===== src/asu_pkg.sv =====
// ----------------------------------------------------------------------------
// asu_pkg
// Shared types and constants for the Annex B access unit splitter.
// ----------------------------------------------------------------------------
package asu_pkg;

    localparam int LENGTH_BITS_DEF = 24;
    localparam int OUT_W           = 24;
    localparam int TYPE_W          = 6;
    localparam int TOKEN_DEPTH     = 4;
    localparam int RESULT_DEPTH    = 4;

    localparam logic [7:0] BYTE_ZERO    = 8'h00;
    localparam logic [7:0] BYTE_ONE     = 8'h01;
    localparam logic [7:0] H264_TYPE_M  = 8'h1F;
    localparam logic [7:0] H265_TYPE_M  = 8'h7E;

    localparam logic CODEC_H264 = 1'b0;
    localparam logic CODEC_H265 = 1'b1;

    localparam logic [TYPE_W-1:0] H264_SLICE   = 6'd1;
    localparam logic [TYPE_W-1:0] H264_IDR     = 6'd5;
    localparam logic [TYPE_W-1:0] H265_TRAIL_N = 6'd0;
    localparam logic [TYPE_W-1:0] H265_TRAIL_R = 6'd1;
    localparam logic [TYPE_W-1:0] H265_RASL_N  = 6'd8;
    localparam logic [TYPE_W-1:0] H265_RASL_R  = 6'd9;
    localparam logic [TYPE_W-1:0] H265_IDR     = 6'd19;
    localparam logic [TYPE_W-1:0] H265_CRA     = 6'd21;

    localparam logic REG_CODEC_MODE = 1'b0;

    // classified byte handed from front to back
    typedef struct packed {
        logic              start;
        logic              code4;
        logic              hdr;
        logic              hdr_pic;
        logic              hdr_key;
        logic [TYPE_W-1:0] hdr_type;
        logic              last;
    } asu_token_t;

    typedef struct packed {
        logic [OUT_W-1:0]  offset;
        logic [OUT_W-1:0]  length;
        logic              key;
        logic [TYPE_W-1:0] pic_type;
    } asu_result_t;

endpackage


===== src/asu_fifo.sv =====
// ----------------------------------------------------------------------------
// asu_fifo
// Small register FIFO with count-based full/empty flags.
// ----------------------------------------------------------------------------
module asu_fifo #(
    parameter int WIDTH = 8,
    parameter int DEPTH = 4
) (
    input  logic             clk,
    input  logic             rst_n,
    input  logic             wr_en,
    input  logic [WIDTH-1:0] wr_data,
    input  logic             rd_en,
    output logic [WIDTH-1:0] rd_data,
    output logic             full,
    output logic             empty
);
    localparam int PW = (DEPTH > 1) ? $clog2(DEPTH) : 1;
    localparam int CW = $clog2(DEPTH + 1);
    localparam logic [PW-1:0] LAST_PTR = PW'(DEPTH - 1);
    localparam logic [CW-1:0] FULL_CNT = CW'(DEPTH);

    logic [WIDTH-1:0] mem_reg [DEPTH];
    logic [PW-1:0]    wr_ptr_reg, wr_ptr_next;
    logic [PW-1:0]    rd_ptr_reg, rd_ptr_next;
    logic [CW-1:0]    count_reg, count_next;
    logic             do_wr, do_rd;

    assign full    = (count_reg == FULL_CNT);
    assign empty   = (count_reg == '0);
    assign do_wr   = wr_en && !full;
    assign do_rd   = rd_en && !empty;
    assign rd_data = mem_reg[rd_ptr_reg];

    always_comb
    begin
        wr_ptr_next = wr_ptr_reg;
        rd_ptr_next = rd_ptr_reg;
        count_next  = count_reg;
        if (do_wr)
        begin
            wr_ptr_next = (wr_ptr_reg == LAST_PTR) ? '0 : wr_ptr_reg + 1'b1;
        end
        if (do_rd)
        begin
            rd_ptr_next = (rd_ptr_reg == LAST_PTR) ? '0 : rd_ptr_reg + 1'b1;
        end
        if (do_wr && !do_rd)
        begin
            count_next = count_reg + 1'b1;
        end
        else if (do_rd && !do_wr)
        begin
            count_next = count_reg - 1'b1;
        end
    end

    always_ff @(posedge clk or negedge rst_n)
    begin
        if (!rst_n)
        begin
            wr_ptr_reg <= '0;
            rd_ptr_reg <= '0;
            count_reg  <= '0;
        end
        else
        begin
            wr_ptr_reg <= wr_ptr_next;
            rd_ptr_reg <= rd_ptr_next;
            count_reg  <= count_next;
        end
    end

    always_ff @(posedge clk)
    begin
        if (do_wr)
        begin
            mem_reg[wr_ptr_reg] <= wr_data;
        end
    end

endmodule


===== src/asu_front.sv =====
// ----------------------------------------------------------------------------
// asu_front
// Start code detection and NAL header classification, one byte per cycle in which fire is high.
// ----------------------------------------------------------------------------
module asu_front (
    input  logic                clk,
    input  logic                rst_n,
    input  logic                codec_mode,
    input  logic                fire,
    input  logic [7:0]          data_byte,
    input  logic                end_of_stream,
    output asu_pkg::asu_token_t token
);
    import asu_pkg::*;

    logic [1:0]        zero_run_reg, zero_run_next;
    logic              await_reg, await_next;
    logic              is_zero, is_sc;
    logic [TYPE_W-1:0] t264, t265;
    logic              pic264, key264, pic265, key265;

    assign is_zero = (data_byte == BYTE_ZERO);
    assign is_sc   = (data_byte == BYTE_ONE) && zero_run_reg[1];

    always_comb
    begin
        t264   = TYPE_W'(data_byte & H264_TYPE_M);
        t265   = TYPE_W'((data_byte & H265_TYPE_M) >> 1);
        key264 = (t264 == H264_IDR);
        pic264 = key264 || (t264 == H264_SLICE);
        key265 = (t265 == H265_IDR) || (t265 == H265_CRA);
        pic265 = key265 || (t265 == H265_TRAIL_N) || (t265 == H265_TRAIL_R)
              || (t265 == H265_RASL_N) || (t265 == H265_RASL_R);
    end

    always_comb
    begin
        token.start = is_sc;
        token.code4 = (zero_run_reg == 2'd3);
        token.hdr   = await_reg;
        token.last  = end_of_stream;
        unique case (codec_mode)
            CODEC_H264:
            begin
                token.hdr_pic  = pic264;
                token.hdr_key  = key264;
                token.hdr_type = t264;
            end
            CODEC_H265:
            begin
                token.hdr_pic  = pic265;
                token.hdr_key  = key265;
                token.hdr_type = t265;
            end
            default:
            begin
                token.hdr_pic  = 1'b0;
                token.hdr_key  = 1'b0;
                token.hdr_type = '0;
            end
        endcase
    end

    always_comb
    begin
        if (end_of_stream)
        begin
            zero_run_next = '0;
        end
        else if (is_zero)
        begin
            zero_run_next = (zero_run_reg == 2'd3) ? 2'd2 : zero_run_reg + 2'd1;
        end
        else
        begin
            zero_run_next = '0;
        end
        await_next = is_sc && !end_of_stream;
    end

    always_ff @(posedge clk or negedge rst_n)
    begin
        if (!rst_n)
        begin
            zero_run_reg <= '0;
            await_reg    <= 1'b0;
        end
        else if (fire)
        begin
            zero_run_reg <= zero_run_next;
            await_reg    <= await_next;
        end
    end

endmodule


===== src/asu_back.sv =====
// ----------------------------------------------------------------------------
// asu_back
// Frame accounting: byte position, frame length and frame emission.
// ----------------------------------------------------------------------------
module asu_back #(
    parameter int LENGTH_BITS = asu_pkg::LENGTH_BITS_DEF
) (
    input  logic                 clk,
    input  logic                 rst_n,
    input  logic                 fire,
    input  asu_pkg::asu_token_t  token,
    output logic                 emit,
    output asu_pkg::asu_result_t result
);
    import asu_pkg::*;

    localparam int L = LENGTH_BITS;
    localparam logic [L-1:0] LEN_MAX = {L{1'b1}};

    logic              synced_reg, synced_next;
    logic              pic_reg, pic_next;
    logic              key_reg, key_next;
    logic [TYPE_W-1:0] type_reg, type_next;
    logic [L-1:0]      start_reg, start_next;
    logic [L-1:0]      count_reg, count_next;
    logic [L-1:0]      pos_reg, pos_next;

    logic              cur_pic, cur_key;
    logic [TYPE_W-1:0] cur_type;
    logic [L-1:0]      count_inc, code_len, len, out_start;
    logic [L+OUT_W-1:0] start_ext, len_ext;

    always_comb
    begin
        count_inc = (synced_reg && (count_reg != LEN_MAX)) ? count_reg + 1'b1 : count_reg;
        cur_pic   = token.hdr ? token.hdr_pic  : pic_reg;
        cur_key   = token.hdr ? token.hdr_key  : key_reg;
        cur_type  = token.hdr ? token.hdr_type : type_reg;
        code_len  = token.code4 ? L'(4) : L'(3);

        synced_next = synced_reg;
        pic_next    = cur_pic;
        key_next    = cur_key;
        type_next   = cur_type;
        start_next  = start_reg;
        count_next  = count_inc;
        pos_next    = pos_reg + 1'b1;
        emit        = 1'b0;
        len         = count_inc;
        out_start   = start_reg;

        if (token.start)
        begin
            if (synced_reg && cur_pic)
            begin
                emit = 1'b1;
                len  = (count_inc == LEN_MAX) ? LEN_MAX : count_inc - code_len;
            end
            if (!synced_reg || cur_pic)
            begin
                start_next = token.code4 ? pos_reg - L'(3) : pos_reg - L'(2);
                count_next = code_len;
            end
            synced_next = 1'b1;
            pic_next    = 1'b0;
            key_next    = 1'b0;
            type_next   = '0;
        end

        if (token.last)
        begin
            if (!emit && synced_next && pic_next)
            begin
                emit = 1'b1;
                len  = count_next;
            end
            synced_next = 1'b0;
            pic_next    = 1'b0;
            key_next    = 1'b0;
            type_next   = '0;
            start_next  = '0;
            count_next  = '0;
            pos_next    = '0;
        end

        start_ext       = {{OUT_W{1'b0}}, out_start};
        len_ext         = {{OUT_W{1'b0}}, len};
        result.offset   = start_ext[OUT_W-1:0];
        result.length   = len_ext[OUT_W-1:0];
        result.key      = cur_key;
        result.pic_type = cur_type;
    end

    always_ff @(posedge clk or negedge rst_n)
    begin
        if (!rst_n)
        begin
            synced_reg <= 1'b0;
            pic_reg    <= 1'b0;
            key_reg    <= 1'b0;
            type_reg   <= '0;
            start_reg  <= '0;
            count_reg  <= '0;
            pos_reg    <= '0;
        end
        else if (fire)
        begin
            synced_reg <= synced_next;
            pic_reg    <= pic_next;
            key_reg    <= key_next;
            type_reg   <= type_next;
            start_reg  <= start_next;
            count_reg  <= count_next;
            pos_reg    <= pos_next;
        end
    end

endmodule


===== src/annexb_access_unit_splitter_top.sv =====
// A frame request passes through the token queue and then the result queue before it
// is visible (empty low). Throughput: one byte per cycle while full stays low; a
// 4-entry byte queue and a 4-entry result queue absorb stalls. Reset clears all parse
// state, both queues and codec_mode (H.264). An end-of-stream byte returns parse state to reset.
// ----------------------------------------------------------------------------
// annexb_access_unit_splitter_top
// Annex B byte stream splitter: emits offset, length and type of each frame.
// ----------------------------------------------------------------------------
module annexb_access_unit_splitter_top #(
    parameter int LENGTH_BITS = asu_pkg::LENGTH_BITS_DEF
) (
    input  logic                         clk,
    input  logic                         rst_n,
    // byte input
    input  logic                         push,
    output logic                         full,
    input  logic [7:0]                   data_byte,
    input  logic                         end_of_stream,
    // frame output
    input  logic                         pop,
    output logic                         empty,
    output logic [asu_pkg::OUT_W-1:0]    frame_offset,
    output logic [asu_pkg::OUT_W-1:0]    frame_length,
    output logic                         key_frame,
    output logic [asu_pkg::TYPE_W-1:0]   picture_type,
    // configuration
    input  logic                         psel,
    input  logic                         penable,
    input  logic                         pwrite,
    input  logic [2:0]                   paddr,
    input  logic [31:0]                  pwdata,
    output logic [31:0]                  prdata,
    output logic                         pready
);
    import asu_pkg::*;

    logic        codec_mode_reg, codec_mode_next;
    logic        in_fire, tok_empty, tok_full, back_fire, res_full, emit;
    asu_token_t  tok_in, tok_out;
    asu_result_t res_in, res_out;

    assign pready = 1'b1;

    always_comb
    begin
        codec_mode_next = codec_mode_reg;
        if (psel && penable && pwrite && (paddr[2] == REG_CODEC_MODE))
        begin
            codec_mode_next = pwdata[0];
        end
        prdata = '0;
        if (paddr[2] == REG_CODEC_MODE)
        begin
            prdata = {31'b0, codec_mode_reg};
        end
    end

    always_ff @(posedge clk or negedge rst_n)
    begin
        if (!rst_n)
        begin
            codec_mode_reg <= CODEC_H264;
        end
        else
        begin
            codec_mode_reg <= codec_mode_next;
        end
    end

    assign in_fire   = push && !tok_full;
    assign full      = tok_full;
    assign back_fire = !tok_empty && !res_full;

    asu_front u_front (
        .clk           (clk),
        .rst_n         (rst_n),
        .codec_mode    (codec_mode_reg),
        .fire          (in_fire),
        .data_byte     (data_byte),
        .end_of_stream (end_of_stream),
        .token         (tok_in)
    );

    asu_fifo #(
        .WIDTH ($bits(asu_token_t)),
        .DEPTH (TOKEN_DEPTH)
    ) u_tok_fifo (
        .clk     (clk),
        .rst_n   (rst_n),
        .wr_en   (in_fire),
        .wr_data (tok_in),
        .rd_en   (back_fire),
        .rd_data (tok_out),
        .full    (tok_full),
        .empty   (tok_empty)
    );

    asu_back #(
        .LENGTH_BITS (LENGTH_BITS)
    ) u_back (
        .clk    (clk),
        .rst_n  (rst_n),
        .fire   (back_fire),
        .token  (tok_out),
        .emit   (emit),
        .result (res_in)
    );

    asu_fifo #(
        .WIDTH ($bits(asu_result_t)),
        .DEPTH (RESULT_DEPTH)
    ) u_res_fifo (
        .clk     (clk),
        .rst_n   (rst_n),
        .wr_en   (back_fire && emit),
        .wr_data (res_in),
        .rd_en   (pop),
        .rd_data (res_out),
        .full    (res_full),
        .empty   (empty)
    );

    assign frame_offset = res_out.offset;
    assign frame_length = res_out.length;
    assign key_frame    = res_out.key;
    assign picture_type = res_out.pic_type;

endmodule


===== config.mk =====
export PLATFORM = sky130hd
export DESIGN_NAME = annexb_access_unit_splitter_top
export DESIGN_NICKNAME = d
export VERILOG_FILES = /design/src/asu_pkg.sv /design/src/asu_fifo.sv /design/src/asu_front.sv /design/src/asu_back.sv /design/src/annexb_access_unit_splitter_top.sv
export SDC_FILE = /design/constraint.sdc
export NUM_CORES = 1
export LEC_CHECK = 0
export BUFFER_PORTS_ARGS = -buffer_cell sky130_fd_sc_hd__buf_4
export CAP_MARGIN = 20
export CORE_ASPECT_RATIO = 1.1
export CORE_MARGIN = 2
export CORE_UTILIZATION = 31
export DETAILED_ROUTE_END_ITERATION = 8
export SETUP_SLACK_MARGIN = 0.3
export SLEW_MARGIN = 10
export SYNTH_ARGS = -nofsm -noshare
export SYNTH_HDL_FRONTEND = slang
export SYNTH_HIERARCHICAL = 1
export SYNTH_SLANG_ARGS = --single-unit

===== constraint.sdc =====
create_clock -name clk -period 3.7 [get_ports clk]
set_clock_uncertainty 0.1 [all_clocks]
set_input_delay 0.185 -clock clk [delete_from_list [all_inputs] [get_ports clk]]
set_output_delay 0.185 -clock clk [all_outputs]
set_load 0.02 [all_outputs]

==> results.yml <==
floorplan:
  core_area_um2: 54600
  io_pins: 141
  initial_core_util: 0.312
  rows: 90
  die_x_um: 227
  dieHeight_um: 250
  dieArea_um2: 56800
yosys:
  synthCells: 1189
  syn_area_um2: 17000
  synth_top_area_cell: "edfxtp_1"
  synth-seq-area-share: 0.618
  synth_area_per_cell_um2: 14.3
  async_reset_ff_frac: 0.270
  ys_types: 82
  synth.area.top_cells: "edfxtp_1 47%, dfrtp_1 15%, mux4_2 8.9%"
  yosys_register_bits: 367
  synth-main-ff-cell: "edfxtp_1"
  synth_commonest_cells: "268 x edfxtp_1, 99 x dfrtp_1, 92 x nand2_1, 72 x o21ai_0, 67 x mux4_2"
  synth-edff-count: 268
  synth_warnings: 6
  synth_most_common_cell: "edfxtp_1"
  synth_top_area_share: 0.473
route:
  drt_iter0_drc: 613
  wl_mm: 36.4
  first_pass_iters: 5
  drt-vias-per-instance: 4.81
  drtAntennaViolNets: 0
  drc: 0
  vias: 10200
  wl_per_cell_um: 17.2
timing:
  layout_worst_path_cycle_share: 0.954
  hold_viol: 0
  tns_ns: 0
  drv_slew: 0
  tightest_slew_ns: 0.987
  maxSlewHeadroom: 0.342
  fmax_ghz: 0.283
  min_period_ns: 3.53
  setup_viol: 0
  rsz0062_at_grt: "yes"
setup_path:
  rrSetupSlack_ns: 0.17
  ff2ff_path_depth: 12
  crit_type: "flop to flop"
  path_cells: "nand3_4, or4_4, o21ai_4, mux2i_2, inv_1, buf_6, fa_2, a211oi_2, o211a_1, nor2b_4, mux2i_2, xnor2_2"
  crit_top_cell: "mux2i_2"
  timing.rr.end: "u_res_fifo/mem_reg[1][15]"
  path_max_fanout: 5
  critical_path_required_ns: 3.88
  slowest_delay_ns: 0.57
  crit_arrival_ns: 3.70
  worst_path_dominant_cell_family: "simple AND/OR/NAND/NOR gates"
  worstSetupStartpointType: "flop"
  end_kind: "flop"
  r2r-start: "u_back/count_reg[12]"
  cp_num_buf_inv: 2
  crit_path_top_delay_cell: "or4_4"
cells_and_area:
  final_cells: 2111
  antenna_cells: 0
  synthToLayoutAreaGrowth_pct: 20.5
  final_util: 0.376
  final_area_um2: 20500
  largest_reg_flops: 220
  drive_gt1_frac: 0.268
  nNetsFinal: 1419
  fillers: 5138
global_route:
  first_global_vias: 10500
  antenna_found_initial: 0
  grt_pass1_wl_mm: 57.8
  grt_max_degree: 68
  grt-ovfl-total: 0
  grt_usage: 0.129
clock_tree:
  cts_root_buf: "clkbuf_16"
  cts_buffers: 38
  clk_path_buf_depth: 3
  clkTransAtPathRegs_ns: 0.06
  clk_latency_ns: 0.56
  htreeDepth: 2
  cts.sinks: 367
  cts_tree: "done"
power:
  swShare: 0.339
  p_sw_mw: 5.09
  leakagePower_nw: 7.56
  clkPwrFrac: 0.254
  finalPower_mw: 15.0
  comb_power_share: 0.363
  p_per_area_nw_per_um2: 732
  power_frac_seq: 0.382
  intPower_mw: 9.92
  irDropWorstVdd_mv: 0.337
run:
  cap_violations: 0
worst_hold_path:
  hp-start: "push"
  worstHoldEndpoint: "u_front/zero_run_reg[0]"
  whs_path_depth: 4
  hold_path.class: "input port to flop"
placement:
  dp_hpwl_mm: 24.2
  dpl_cell_area_um2: 18800
  portBuffers: 75
  dp_cells: 2009
  place_congestion: 0.878
status:
  status: "complete, no violations"
stage by stage:
step,hold WS [ns],setup slack (ns)
floorplan,-0.211,0.191
global placement,0.288,0.167
detailed placement,0.312,0.171
CTS,0.0884,0.168
global route,0.119,0.0186
finish,0.0818,0.171
final cells by class:
cell class | instances | area (um2) | area share
sequential | 367 | 10500 | 0.513
multi-input combinational | 723 | 6190 | 0.302
timing repair buffer | 188 | 1540 | 0.0750
clock buffer | 52 | 1020 | 0.0499
tap | 736 | 921 | 0.0449
clock inverter | 18 | 214 | 0.0104
inverter | 27 | 101 | 0.00494
layer usage:
layer,share of wire,track usage,vias to the layer above
met5,0,0,-
met4,0.023,0.0415,0
met3,0.043,0.0239,56
met2,0.50,0.222,213
met1,0.43,0.164,5147
li1,-,-,4740
worst max-delay path by stage:
stage | from | end | slack (ns) | depth (start not counted)
after detailed placement | u_back/count_reg[12] | u_res_fifo/mem_reg[3][15] | 0.17 | 12
after global placement | u_back/count_reg[12] | u_res_fifo/mem_reg[0][30] | 0.17 | 12
final | u_back/count_reg[12] | u_res_fifo/mem_reg[1][15] | 0.17 | 12
after global routing | u_back/count_reg[12] | u_res_fifo/mem_reg[0][15] | 0.02 | 12
after CTS | u_back/count_reg[12] | u_res_fifo/mem_reg[1][15] | 0.17 | 12
after floorplan | u_back/count_reg[10] | u_res_fifo/mem_reg[0][15] | 0.19 | 12
kinds of logic after synthesis:
kind of cell	Yosys count	synth area share
mux	91	0.105
compound gates	160	0.0652
other cells	2	0.000441
xor+xnor	85	0.0442
flops	367	0.618
simple gates	332	0.107
fa+ha+maj	23	0.0182
buf+inv	129	0.0419
timing repair:
action                                  in CTS  in global routing
buffers inserted                            10                  4
hold buffers                                18                  0
endpoints found under the setup margin      68                 88
hold endpoints to repair                   103                  0
cloned                                       0                  0
pin swaps                                    4                  3
gates resized for setup                      9                 22
power by group through the flow:
stage	Sequential, mW	Clock [mW]	Combinational, mW
after global placement	5.81	0	5.14
after detailed placement	5.86	0	5.22
final	5.74	3.82	5.45
after global routing	5.84	4.09	5.95
after floorplan	5.57	0	3.70
after CTS	5.78	3.93	5.38
cell usage in the layout (no fill, tap or decap), types with 8 or more instances in the layout:
cell type	n
edfxtp_1	268
buf_4	162
dfrtp_1	95
nand2_1	92
o21ai_0	71
mux4_2	67
nor2_1	57
clkbuf_16	38
xnor2_1	37
xor2_1	33
conb_1	32
inv_1	27
nand3_1	25
nand4_1	22
nor3_1	19
ha_1	19
dlygate4sd3_1	18
a21oi_1	17
and2_1	13
and3_1	13
clkbuf_1	12
nor4_1	11
and4_1	9
or4_1	8
or3_1	8
xor2_2	8
o2bb2ai_1	8
tightest hold or removal path: cells and delay by family:
family                 cells  cell delay, ns
AO/OA/AOI/OAI              1            0.06
AND/OR/NAND/NOR            2            0.34
buffers and inverters      1            0.11
Power figures use the tool's default switching activity.
